--- src/sv/biu_pkg.sv ---
// Package with types, constants and helpers for the bilinear image upscaler.
package biu_pkg;

  localparam int unsigned MaxSourceWidth   = 64;
  localparam int unsigned MaxSourceHeight  = 64;
  localparam int unsigned RatioBits        = 15;
  localparam int unsigned TempFractionBits = 8;
  localparam int unsigned StoreDepth       = MaxSourceWidth * MaxSourceHeight;
  localparam int unsigned AddrW            = $clog2(StoreDepth);
  localparam int unsigned TargetMax        = 4096;
  localparam int unsigned CfgIdxW          = 3;
  localparam int unsigned CfgDataW         = 22;
  localparam int unsigned RatioW           = RatioBits + 1;
  localparam int unsigned TempW            = 8 + TempFractionBits;

  localparam logic [CfgIdxW-1:0] RegSourceWidth  = 3'd0;
  localparam logic [CfgIdxW-1:0] RegSourceHeight = 3'd1;
  localparam logic [CfgIdxW-1:0] RegTargetWidth  = 3'd2;
  localparam logic [CfgIdxW-1:0] RegTargetHeight = 3'd3;
  localparam logic [CfgIdxW-1:0] RegStepX        = 3'd4;
  localparam logic [CfgIdxW-1:0] RegStepY        = 3'd5;

  localparam logic OpLoad = 1'b0;
  localparam logic OpEmit = 1'b1;

  typedef struct packed {
    logic       opcode;
    logic [7:0] pixel_b;
    logic [7:0] pixel_g;
    logic [7:0] pixel_r;
    logic [7:0] pixel_a;
  } in_word_t;

  typedef struct packed {
    logic [7:0] out_b;
    logic [7:0] out_g;
    logic [7:0] out_r;
    logic [7:0] out_a;
    logic       row_end;
    logic       frame_end;
  } out_word_t;

  typedef enum logic [2:0] {
    StIdle, StRd00, StRd01, StRd10, StRd11, StBlendH, StBlendV
  } state_e;

  typedef struct packed {
    logic load;
    logic map;
    logic [1:0] rd_sel;
    logic rd_en;
    logic hblend;
    logic vblend;
  } cmd_t;

  // Horizontal blend of one channel, rounded to a temporary.
  function automatic logic [TempW-1:0] hblend(input logic [7:0] p0, input logic [7:0] p1,
                                             input logic [RatioW-1:0] r);
    logic [RatioW+8:0] h;
    logic [RatioW+8:0] hr;
    h = (RatioW+9)'(p0) * (RatioW+9)'((RatioW)'(1 << RatioBits) - r)
        + (RatioW+9)'(p1) * (RatioW+9)'(r);
    hr = h + (RatioW+9)'(1 << (RatioBits - TempFractionBits - 1));
    return TempW'(hr >> (RatioBits - TempFractionBits));
  endfunction

  function automatic logic [7:0] vblend(input logic [TempW-1:0] t0, input logic [TempW-1:0] t1,
                                        input logic [RatioW-1:0] r);
    logic [TempW+RatioW:0] v;
    v = (TempW+RatioW+1)'(t0) * (TempW+RatioW+1)'((RatioW)'(1 << RatioBits) - r)
        + (TempW+RatioW+1)'(t1) * (TempW+RatioW+1)'(r)
        + (TempW+RatioW+1)'(1 << (RatioBits + TempFractionBits - 1));
    return v[RatioBits+TempFractionBits +: 8];
  endfunction

endpackage

--- src/sv/biu_ctrl.sv ---
// Controller state machine of the bilinear image upscaler.
module biu_ctrl (
  input  logic         clk_i,
  input  logic         rst_ni,
  input  logic         start,
  input  logic         opcode_i,
  output logic         busy,
  output biu_pkg::cmd_t cmd_o
);
  import biu_pkg::*;

  state_e state_q, state_d;

  always_ff @(posedge clk_i or negedge rst_ni) begin
    if (!rst_ni) begin
      state_q <= StIdle;
    end else begin
      state_q <= state_d;
    end
  end

  always_comb begin
    state_d = state_q;
    cmd_o = '0;
    busy = 1'b1;
    case (state_q)
      StIdle: begin
        busy = 1'b0;
        if (start) begin
          if (opcode_i == OpLoad) begin
            cmd_o.load = 1'b1;
          end else begin
            cmd_o.map = 1'b1;
            state_d = StRd00;
          end
        end
      end
      StRd00: begin
        cmd_o.rd_en = 1'b1; cmd_o.rd_sel = 2'd0; state_d = StRd01;
      end
      StRd01: begin
        cmd_o.rd_en = 1'b1; cmd_o.rd_sel = 2'd1; state_d = StRd10;
      end
      StRd10: begin
        cmd_o.rd_en = 1'b1; cmd_o.rd_sel = 2'd2; state_d = StRd11;
      end
      StRd11: begin
        cmd_o.rd_en = 1'b1; cmd_o.rd_sel = 2'd3; state_d = StBlendH;
      end
      StBlendH: begin
        cmd_o.hblend = 1'b1; state_d = StBlendV;
      end
      StBlendV: begin
        cmd_o.vblend = 1'b1; state_d = StIdle;
      end
      default: state_d = StIdle;
    endcase
  end
endmodule

--- config.mk ---
export PLATFORM = sky130hd
export DESIGN_NAME = biu_ctrl
export DESIGN_NICKNAME = d
export VERILOG_FILES = /design/src/sv/biu_pkg.sv /design/src/sv/biu_ctrl.sv
export SDC_FILE = /design/constraint.sdc
export NUM_CORES = 1
export LEC_CHECK = 0
export ABC_AREA = 1
export BUFFER_PORTS_ARGS = -buffer_cell sky130_fd_sc_hd__buf_4
export CORE_AREA = 4 4 41 43
export DETAILED_ROUTE_END_ITERATION = 6
export DIE_AREA = 0 0 45 47
export MAX_ROUTING_LAYER = met4
export SYNTH_ARGS = -nofsm -noshare
export SYNTH_HDL_FRONTEND = slang
export SYNTH_SLANG_ARGS = --single-unit
--- constraint.sdc ---
create_clock -name clk_i -period 1.7 [get_ports clk_i]
set_clock_uncertainty 0.2 [all_clocks]
set_input_delay 0.085 -clock clk_i [delete_from_list [all_inputs] [get_ports clk_i]]
set_output_delay 0.085 -clock clk_i [all_outputs]
set_load 0.01 [all_outputs]
==> flow_summary_export.csv <==
group,metric,value,unit
worst_setup_path,crit_start,"start",
global_route,grt.overflow.total,0,
cts,cts_sinks,3,
routing,vias,237,
global_route,met3_usage,0.02682,
worst_setup_path,r2r-start,"state_q[1]",
placement,placed_cell_area,291.5,um2
placement,routabilityCongestion,0.6490,
logic_synthesis,syn-instance-count,31,
logic_synthesis,ys_seq_area_frac,0.3947,
logic_synthesis,synth_simple_gate_area_frac,0.4276,
logic_synthesis,synth_top_family_by_area,"simple AND/OR/NAND/NOR gates",
routing,drc,0,
worst_setup_path,crit_fanout,2,
logic_synthesis,synth_edf_count,0,
routing,antenna_left,0,
sta,fin_hold_ws,0.2213,ns
finish,fillers,160,
routing,drt_wl_total,547,um
power,power.density,1978,nW/um2
global_route,gr-max-usage-layer,"met2",
floorplanning,rows,13,
logic_synthesis,synth_ff_type,"dfrtp_1",
routing,first_iter_violations,2,
sta,relSlewSlack,0.8502,
sta,worstMarginPinSlew,0.2247,ns
logic_synthesis,syn-cell-area,190.2,um2
worst_setup_path,rr_worst_depth,3,
logic_synthesis,muxShareOfSynthArea,0,
floorplanning,die_height,47,um
sta,hold_viol_final,0,
floorplanning,die_area,2115,um2
outcome,outcome,"complete, no violations",
finish,fin_area,357.8,um2
finish,postLayoutCoreUtil,0.2750,
power,p_clk_frac,0.172,
sta,min_period_over_period,0.8881,
power,p_comb_frac,0.600,
power,switching_share,0.4444,
worst_setup_path,required,1.61,ns
hold_path,min-delay-start,"opcode_i",
worst_setup_path,start_kind,"primary input",
hold_path,holdPathEnd,"cmd_o[6]",
worst_setup_path,crit_chain,"dlygate4sd3_1, buf_4, nand2_1, dlygate4sd3_1, a21oi_1",
worst_setup_path,end_kind,"flip-flop",
sta,slew_violations,0,
logic_synthesis,ys_top_cells_by_area,"dfrtp_1 (39%), nand2_1 (18%), nor2_1 (14%)",
logic_synthesis,synth_largest_area_cell,"dfrtp_1",
finish,drive_above_1_share,0.3000,
sta,tns,0,ns
power,power_leakage,0.2020,nW
worst_setup_path,path_class,"primary input to flip-flop",
cts,clock_path_buffers,2,
sta,fmax,662.3,MHz
cts,clk_pin_slew,0.04,ns
floorplanning,start_util,0.1462,
logic_synthesis,yosysMostFrequentCell,"nand2_1",
logic_synthesis,ys_warn_count,0,
worst_setup_path,critPathSlowestCell,"dlygate4sd3_1",
finish,largest-register,"state_q",
worst_setup_path,reg2reg_to,"state_q[0]",
sta,setup_slack,0.1902,ns
worst_setup_path,worstPathArrival,1.42,ns
global_route,gr-usage-met2,0.08475,
cts,cts_tree,"yes",
cts,clock_latency,0.23,ns
logic_synthesis,synth_fp_nets,35,
cts,htreeDepth,1,
floorplanning,core_area,1301,um2
global_route,grt_pass1_wl,869,um
cts,cts_resized,0,
cts,root_buffer,"clkbuf_4",
worst_setup_path,r2r_setup_slack,0.67,ns
power,p_seq_frac,0.228,
global_route,grt_max_degree,8,
finish,final_nets,55,
global_route,grt_use_met1,0.06621,
routing,wl_per_cell,8.415,um
placement,hpwl,409.5,um
finish,area_growth,88.16,%
power,net-switching-power,314.6,uW
routing,dr.pass1.iters,2,
global_route,grt_pass1_vias,236,
sta,fin_crit,1.510,ns
power,vdd_drop_max,0.0005278,V
routing,vias_per_cell,3.646,
logic_synthesis,synth.distinct_cells,9,
finish,regArea,75.07,um2
logic_synthesis,synthXorXnorAreaFrac,0,
placement,io_buffers,11,
placement,dp_slack,0.5305,ns
cts,post_cts_buffers,0,
finish,largestRegisters,"state_q: 3 flops",
hold_path,hold_class,"primary input to output pin",
sta,setup_violations,0,
global_route,grt_util_all_layers,0.06127,
power,p_total,707.9,uW
global_route,antenna_found_initial,0,
logic_synthesis,synth_top_cell_area_share,0.3947,
worst_setup_path,path_common_cell,"dlygate4sd3_1",
finish,largest_reg_flops,3,
finish,instances_no_fill,65,
floorplanning,ios,12,
logic_synthesis,async_reset_ff_frac,1.000,
finish,diodes,0,
logic_synthesis,synth_compound_area_frac,0.07895,
power,p_int,393.3,uW
placement,dp_cells,57,
job,cap_viol_max_count,0,
logic_synthesis,synthAdderAreaFrac,0,
floorplanning,die_x,45,um
cts,cts_made_buffers,3,
sta,rsz0062_at_grt,"no",
hold_path,min_path_cells,3,
logic_synthesis,ys_ff_latch,3,
logic_synthesis,syn_area_per_cell,6.135,um2
logic_synthesis,synth_common_cells,"nand2_1 (9), nor2_1 (7), inv_1 (5), dfrtp_1 (3)",
worst_setup_path,critPathMaxStageDelay,0.55,ns
finish,multi_input_area,96.34,um2
## cell families after synthesis
group,Yosys count
simple gates,20
buf+inv,5
flops,3
compound gates,3
## worst max-delay path by stage
stage	cells past startpoint	slack, ns	endpoint
2_1_floorplan	3	0.58	cmd_o[5]
3_3_place_gp	4	0.54	cmd_o[6]
3_5_place_dp	5	0.53	cmd_o[2]
4_1_cts	5	0.19	state_q[0]
5_1_grt	5	0.14	state_q[0]
6_report	5	0.19	state_q[0]
## cell usage in the layout (no fill, tap or decap)
cell type and count:
buf_4 11, nand2_1 9, nor2_1 7, inv_1 5
dlygate4sd3_1 4, clkbuf_4 3, dfrtp_1 3, nand3_1 2
a21oi_1 2, nor3_1 1, o21ai_0 1, nand2_2 1
clkbuf_1 1
## critical path, delay by kind of cell
| family | cells | cell delay (ns) |
|---|---|---|
| compound gates | 1 | 0.06 |
| buf+inv | 3 | 1.21 |
| simple gates | 1 | 0.06 |
## per-layer routing
| metal | vias to the layer above | share of wire |
|---|---|---|
| met5 | - | 0 |
| met4 | 0 | 0 |
| met3 | 0 | 0.079 |
| met2 | 6 | 0.49 |
| met1 | 98 | 0.43 |
| li1 | 133 | - |
## final cells by class
| cell class | count | area share |
|---|---|---|
| repair buffers | 15 | 0.3427 |
| well taps | 15 | 0.05245 |
| flip-flops and latches | 3 | 0.2098 |
| clock buffers | 4 | 0.07343 |
| multi-input cells | 23 | 0.2692 |
| inverters | 5 | 0.05245 |
## power groups by stage
stage               clock (mW)  sequential, mW  combinational [mW]
floorplan                    0           0.149               0.242
global placement             0           0.159               0.418
detailed placement           0           0.161               0.422
CTS                      0.129           0.160               0.431
global route             0.131           0.170               0.485
finish                   0.122           0.161               0.424
## timing repair
item,CTS,global route
hold endpoints to repair,4,0
setup endpoints to repair,0,0
hold buffers,4,0
Note: power is estimated with default switching activity, not from simulation.
